File: src/rtl/foc_pkg.sv
// shared types, constants and helpers for the foc transform chain
`default_nettype none

package foc_pkg;

  // sample and angle formats
  localparam int SAMPLE_WIDTH = 16;
  localparam int ANGLE_BITS   = 12;
  localparam int PHASE_BITS   = 16;
  localparam int EXTRA_BITS   = 8;

  // transform constants, q15
  localparam logic signed [15:0] K_THIRD      = 16'sd10923;  // 1/3
  localparam logic signed [15:0] K_INV_SQRT3  = 16'sd18919;  // 1/sqrt3
  localparam logic signed [15:0] K_SQRT3_HALF = 16'sd28378;  // sqrt3/2

  // quarter-wave sine polynomial coefficients, q15
  localparam logic [15:0] POLY_A = 16'd51472;
  localparam logic [15:0] POLY_B = 16'd21024;
  localparam logic [15:0] POLY_C = 16'd2320;

  localparam logic [14:0] QUARTER  = 15'd16384;  // quarter turn in q14
  localparam logic [15:0] SINE_MAX = 16'd32768;  // exactly 1.0 in q15

  localparam int WIDE = 44;

  typedef logic signed [SAMPLE_WIDTH-1:0] sample_t;
  typedef logic signed [16:0]             trig_t;
  typedef logic signed [WIDE-1:0]         wide_t;

  typedef struct packed {
    sample_t                 phase_a;
    sample_t                 phase_b;
    sample_t                 phase_c;
    logic [ANGLE_BITS-1:0]   rotor_angle;
    sample_t                 q_reference;
  } in_t;

  typedef struct packed {
    sample_t drive_u;
    sample_t drive_v;
    sample_t drive_w;
  } out_t;

  localparam wide_t SAT_HI = wide_t'((longint'(1) <<< (SAMPLE_WIDTH - 1)) - 1);
  localparam wide_t SAT_LO = -SAT_HI - wide_t'(1);

  // clamp a wide signed value to the sample range
  function automatic sample_t sat_sample(wide_t v);
    sample_t r;
    if (v > SAT_HI) begin
      r = sample_t'(SAT_HI);
    end else if (v < SAT_LO) begin
      r = sample_t'(SAT_LO);
    end else begin
      r = sample_t'(v);
    end
    return r;
  endfunction

endpackage

`default_nettype wire

File: src/rtl/foc_sincos.sv
// four-stage pipelined sine evaluator, quarter-wave polynomial
`default_nettype none

module foc_sincos (
  input  logic                            clk,
  input  logic [3:0]                      en,
  input  logic [foc_pkg::PHASE_BITS-1:0]  phase,
  output foc_pkg::trig_t                  value
);

  // stage 1: fold into first quarter, square
  logic [1:0]  quad;
  logic [14:0] low;
  logic [14:0] z_nxt;
  logic [29:0] zsq;
  logic [14:0] z2_nxt;

  assign quad   = phase[foc_pkg::PHASE_BITS-1 -: 2];
  assign low    = {1'b0, phase[foc_pkg::PHASE_BITS-3:0]};
  assign z_nxt  = quad[0] ? (foc_pkg::QUARTER - low) : low;
  assign zsq    = 30'(z_nxt) * 30'(z_nxt);
  assign z2_nxt = 15'((zsq + 30'd8192) >> 14);

  logic [14:0] s1_z_r, s1_z2_r;
  logic        s1_neg_r;

  always_ff @(posedge clk) begin
    if (en[0]) begin
      s1_z_r   <= z_nxt;
      s1_z2_r  <= z2_nxt;
      s1_neg_r <= quad[1];
    end
  end

  // stage 2: c * z^2
  logic [26:0] t_prod;
  logic [11:0] t_nxt;

  assign t_prod = 27'(foc_pkg::POLY_C) * 27'(s1_z2_r);
  assign t_nxt  = 12'((t_prod + 27'd8192) >> 14);

  logic [14:0] s2_z_r, s2_z2_r;
  logic [11:0] s2_t_r;
  logic        s2_neg_r;

  always_ff @(posedge clk) begin
    if (en[1]) begin
      s2_z_r   <= s1_z_r;
      s2_z2_r  <= s1_z2_r;
      s2_t_r   <= t_nxt;
      s2_neg_r <= s1_neg_r;
    end
  end

  // stage 3: (b - t) * z^2
  logic [14:0] b_minus_t;
  logic [29:0] u_prod;
  logic [14:0] u_nxt;

  assign b_minus_t = 15'(foc_pkg::POLY_B) - 15'(s2_t_r);
  assign u_prod    = 30'(b_minus_t) * 30'(s2_z2_r);
  assign u_nxt     = 15'((u_prod + 30'd8192) >> 14);

  logic [14:0] s3_z_r, s3_u_r;
  logic        s3_neg_r;

  always_ff @(posedge clk) begin
    if (en[2]) begin
      s3_z_r   <= s2_z_r;
      s3_u_r   <= u_nxt;
      s3_neg_r <= s2_neg_r;
    end
  end

  // stage 4: (a - u) * z, clamp, apply sign
  logic [15:0]    a_minus_u;
  logic [30:0]    s_prod;
  logic [15:0]    mag;
  logic [15:0]    mag_clamp;
  foc_pkg::trig_t value_nxt;

  assign a_minus_u = foc_pkg::POLY_A - 16'(s3_u_r);
  assign s_prod    = 31'(a_minus_u) * 31'(s3_z_r);
  assign mag       = 16'((s_prod + 31'd8192) >> 14);
  assign mag_clamp = (mag > foc_pkg::SINE_MAX) ? foc_pkg::SINE_MAX : mag;
  assign value_nxt = s3_neg_r ? -foc_pkg::trig_t'({1'b0, mag_clamp})
                              :  foc_pkg::trig_t'({1'b0, mag_clamp});

  foc_pkg::trig_t value_r;

  always_ff @(posedge clk) begin
    if (en[3]) begin
      value_r <= value_nxt;
    end
  end

  assign value = value_r;

endmodule

`default_nettype wire

File: config.mk
export PLATFORM = sky130hd
export DESIGN_NAME = foc_sincos
export DESIGN_NICKNAME = d
export VERILOG_FILES = /design/src/rtl/foc_pkg.sv /design/src/rtl/foc_sincos.sv
export SDC_FILE = /design/constraint.sdc
export NUM_CORES = 2
export LEC_CHECK = 0
export BUFFER_PORTS_ARGS = -buffer_cell sky130_fd_sc_hd__buf_2
export CORE_ASPECT_RATIO = 1.5
export CORE_MARGIN = 2
export CORE_UTILIZATION = 70
export CTS_CLUSTER_DIAMETER = 120
export CTS_CLUSTER_SIZE = 10
export DETAILED_ROUTE_END_ITERATION = 16
export GPL_ROUTABILITY_DRIVEN = 0
export GPL_TIMING_DRIVEN = 1
export PLACE_DENSITY = 0.92
export SLEW_MARGIN = 40
export SYNTH_ARGS = -nofsm -noshare
export SYNTH_HDL_FRONTEND = slang
export SYNTH_SLANG_ARGS = --single-unit
File: constraint.sdc
create_clock -name clk -period 28.6 [get_ports clk]
set_input_delay 5.72 -clock clk [delete_from_list [all_inputs] [get_ports clk]]
set_output_delay 5.72 -clock clk [all_outputs]
set_load 0.02 [all_outputs]
Word level (Yosys, flattened, before mapping)
Index checks and enable logic that the tools add are counted.
{"block": "word_totals", "regBits": 122, "word_cells": 28, "output_inout_bits": 17}
{"block": "classes", "add_sub_neg": 8, "mul": 4, "muxes": 3, "magnitude_cmp": 1}
{"cell": "adder 29 x 14 -> 29 bit, second input constant", "n": 2}
{"cell": "multiplier 15 x 15 -> 29 bit", "n": 2}
{"cell": "2-to-1 mux 16 bit", "n": 2}
{"cell": "adder 30 x 14 -> 30 bit, second input constant", "n": 1}
{"cell": "multiplier 16 x 15 -> 30 bit", "n": 1}
{"cell": "adder 26 x 14 -> 26 bit, second input constant", "n": 1}
{"cell": "multiplier 8 x 15 -> 22 bit, first input constant", "n": 1}
{"cell": "negation 16 -> 17 bit", "n": 1}
{"cell": "greater-than comparator 16 bit, second input constant", "n": 1}
{"cell": "subtractor 16 x 15 -> 16 bit, first input constant", "n": 1}
{"cell": "2-to-1 mux 15 bit", "n": 1}
{"cell": "subtractor 15 x 12 -> 15 bit, first input constant", "n": 1}
{"cell": "subtractor 15 x 14 -> 15 bit, first input constant", "n": 1}

Longest topological paths before layout
{"block": "depth", "ltp_word": 7, "ltp_mapped": 39, "ltp_nobuf": 36}

Worst setup path after synthesis
OpenSTA, ideal clock, no wires.
{"block": "synth_timing", "path_kind": "input to register", "from": "input port phase[7] (netlist name)", "to": "register s1_z2_r[5] (data pin)", "arrival_time_ns": 12.415, "required_time_ns": 28.342, "stages": 23, "slack_ns": 15.928, "cell_sequence": "or4_1 > o41ai_1 > xor2_1 > clkinv_1 > nand2_1 > fa_1 > fa_1 > fa_1 > fa_1 > inv_1 > fa_1 > fa_1 > ha_1 > a21o_1 > a21o_1 > a21o_1 > a21oi_1 > a21boi_0 > o21a_1 > nor2_1 > o21ai_0 > a21o_1 > xnor2_1"}
{"block": "synth_between", "elab_chain_len": 4}
{"element": "start, declared", "line": "foc_sincos.sv:7", "rtl": "input logic [foc_pkg::PHASE_BITS-1:0] phase,"}
{"element": "subtractor 15 x 14 -> 15 bit", "line": "foc_sincos.sv:20", "rtl": "assign z_nxt = quad[0] ? (foc_pkg::QUARTER - low) : low;"}
{"element": "2-to-1 mux 15 bit *", "line": "foc_sincos.sv:20"}
{"element": "multiplier 15 x 15 -> 29 bit *", "line": "foc_sincos.sv:21", "rtl": "assign zsq = 30'(z_nxt) * 30'(z_nxt);"}
{"element": "adder 29 x 14 -> 29 bit *", "line": "foc_sincos.sv:22", "rtl": "assign z2_nxt = 15'((zsq + 30'd8192) >> 14);"}
{"element": "net z2_nxt[5]", "line": "foc_sincos.sv:16", "rtl": "logic [14:0] z2_nxt;"}
{"element": "end signal, assigned", "line": "foc_sincos.sv:30", "rtl": "s1_z2_r <= z2_nxt;"}
{"element": "end, declared", "line": "foc_sincos.sv:24", "rtl": "logic [14:0] s1_z_r, s1_z2_r;"}
Mark *: on every way through the listed nets, which the timed path passes. The rest lies on a longest branch.
A chain may end at the register's enable or synchronous reset.

Worst setup path in the final report
{"block": "layout_timing", "from": "input port phase[0] (netlist name)", "to": "register s1_z2_r[3] (data pin)"}
Same word-level chain as after synthesis.

==> summary.md <==
| Metric | Value |
|---|---|
| Crit path capture type | `register` |
| Startpoint types | `input pin` |
| Placed Instance Area | `27000 um^2` |
| HPWL Detailed | `52.4 mm` |
| Hold path cells | `0` |
| Final Setup Violations | `0` |
| Crit share post-route | `47.4%` |
| Buf/Inv on CP | `5` |
| Initial DRC count | `1803` |
| Die area | `39100 um^2` |
| Vias in the first global route | `23.3k` |
| CTS root buffer | `clkbuf_16` |
| CP max stage cell | `xor2_1` |
| Remaining global-route overflow | `0` |
| Clk buf depth | `2` |
| Mapped Area | `26200 um^2` |
| Crit-path max cell delay | `580 ps` |
| RSZ-0062 raised after global routing | `no` |
| Top cell family by delay on the critical path | `adder cells` |
| Tot GR Track Use | `37.5%` |
| Cell area after layout | `27600 um^2` |
| Non-Filler Instances | `3241` |
| Hold EP | `s3_z_r[11]` |
| Post-cts resize count | `0` |
| FF-to-FF setup slack | `17850 ps` |
| Largest net degree at the start of global routing | `44` |
| Post-synthesis cell count | `2728` |
| DRC viols | `0` |
| CTS buffer count | `17` |
| Initial Util | `71.3%` |
| Die Ht | `241 um` |
| Port Buf Inserts | `37` |
| Achievable clock frequency | `0.0738 GHz` |
| Crit-path max FO | `12` |
| Length of the first detailed-routing pass in iterations | `7` |
| Worst relative slew slack | `37.0%` |
| Vias per Instance | `6.35` |
| Post-synthesis sequential area ratio | `14.0%` |
| ANT nets after route | `0` |
| Clk slew on worst S/H paths | `70 ps` |
| Initial antenna violation count | `1` |
| Reg2reg path depth | `35` |
| CP Data Arrival Time | `13740 ps` |
| # rows | `86` |
| Least-Margin Pin Slew | `939 ps` |
| Setup Crit Path Kind | `input pin to register` |
| WP data required | `28800 ps` |
| Setup Skew | `17.4 ps` |
| CTS H-Tree Depth | `4` |
| Placed insts | `3207` |
| Die X | `162 um` |
| Ys async rst share | `0%` |
| Count of flip-flops with a built-in enable after synthesis | `122` |
| Setup Fix Bufs, Post-CTS | `0` |
| Layout cell share with drive strength beyond 1 | `4.25%` |
| Outcome | `complete, no violations` |
| Yosys cell types | `74` |
| CTS tree | `yes` |
| Synthesized area per cell | `9.62 um^2` |
| Setup TNS | `0 ps` |
| Most frequent cells in the layout | `inv_1 (592), fa_1 (479), nand2_1 (360)` |
| Commonest non-fill, non-tap cell in the layout | `inv_1` |
| Worst skew pair latency | `470 ps` |
| Max-slew violations | `0` |
| Clock sink total | `122` |
| Final hold violations | `0` |
| First-pass GRT wire length | `113 mm` |
| Area Growth Syn to Fin | `5.23%` |
| Boundary pin count | `38` |
| Crit-path most repeated cell | `fa_1` |
| Max-cap violations | `0` |
| HP Start | `s2_z_r[11]` |
| Reg-to-Reg Start | `s3_u_r[0]` |
| R2R Path End | `value[10]` |
| Routed length per instance | `21.3 um` |
| Fin nets | `3585` |
| Clock period minus worst slack | `13550 ps` |
| DRT Wirelength | `69.0 mm` |
| Post-synth top flop | `edfxtp_1` |
| CTS Hold Bufs | `0` |
| Via count | `20.6k` |
| Flops & latches, synth | `122` |
| Core area | `36800 um^2` |
| Hold WC Path Type | `register to register` |
| Syn. warnings | `0` |
per-stage QoR:
step | util (%) | worst slack, ps | hold WS (ps)
3_3_place_gp | 73.3 | 15020 | 401
3_5_place_dp | 73.4 | 14520 | 405
4_1_cts | 74.9 | 14990 | 419
6_report | 75.0 | 15050 | 418
2_1_floorplan | - | 15930 | 400
5_1_grt | 75.0 | 14610 | 421
layout make-up:
type | count | area, um^2
Antenna cell | 2 | 5.00
Clock inverter | 14 | 136
Inverter | 597 | 2240
Multi-Input combinational cell | 1943 | 20200
Clock buffer | 18 | 429
Tap cell | 484 | 606
Timing Repair Buffer | 61 | 370
Fill cell | 2192 | 9200
Sequential cell | 122 | 3660
state kept, by name (all words and copies together) (netlist names):
signal / flops
s2_z_r: 15
s2_z2_r: 15
s2_t_r: 12
value: 17
s2_neg_r: 1
s3_neg_r: 1
s1_z_r: 15
s3_u_r: 15
s3_z_r: 15
s1_z2_r: 15
s1_neg_r: 1
cells by family (layout without fill, tap and decap cells):
group,count (synthesis),count (layout),synth area share [%]
AO/OA/AOI/OAI,202,202,5.18
XOR/XNOR,121,121,4.04
adder cells (fa/ha/maj),822,822,52.9
buffers and inverters,671,690,9.62
flip-flops,122,122,14.0
multiplexers,1,1,0.0382
other,2,12,0.0286
AND/OR/NAND/NOR,787,787,14.2
worst max-delay path by stage:
stage / to / start / depth (start not counted)
floorplan: s1_z2_r[5] / phase[7] / 23
finish: s1_z2_r[3] / phase[0] / 26
detailed placement: s1_z2_r[11] / phase[7] / 28
global route: s1_z2_r[7] / phase[7] / 28
CTS: s1_z2_r[6] / phase[7] / 30
global placement: s1_z2_r[11] / phase[5] / 28
cell usage after synthesis (3+ instances only):
cell type	n	area, um^2
a211oi_1	10	75.1
a21boi_0	4	30.0
a21o_1	19	143
a21oi_1	49	245
a31oi_1	6	37.5
and2_1	184	1150
and3_1	7	43.8
and4_1	3	26.3
buf_2	3	15.0
clkbuf_1	69	259
clkinv_1	4	15.0
edfxtp_1	122	3660
fa_1	479	9590
ha_1	343	4290
inv_1	592	2220
nand2_1	360	1350
nand2b_1	10	62.6
nand3_1	16	80.1
nand4_1	11	68.8
nor2_1	119	447
nor2b_1	11	68.8
nor3_1	27	135
nor3b_1	3	22.5
nor4_1	8	50.1
o211ai_1	7	52.6
o21a_1	6	45.0
o21ai_0	45	225
o21bai_1	3	22.5
o311ai_0	3	26.3
o31a_1	4	35.0
o31ai_1	11	82.6
o41ai_1	4	35.0
or2_2	8	50.1
or3_1	7	43.8
or4_1	3	22.5
xnor2_1	74	648
xor2_1	47	412
routing by layer:
| layer | global-route usage (%) | vias to the layer above | share of wire (%) |
|---|---|---|---|
| li1 | - | 8484 | - |
| met4 | 33.2 | 0 | 11 |
| met1 | 37.0 | 9970 | 30 |
| met3 | 8.20 | 640 | 8.4 |
| met2 | 65.9 | 1479 | 51 |
| met5 | 0 | - | 0 |
Power is left out: the tool's default activity adds up to more than one toggle a clock period on the data nets, which glitch-free logic cannot reach.
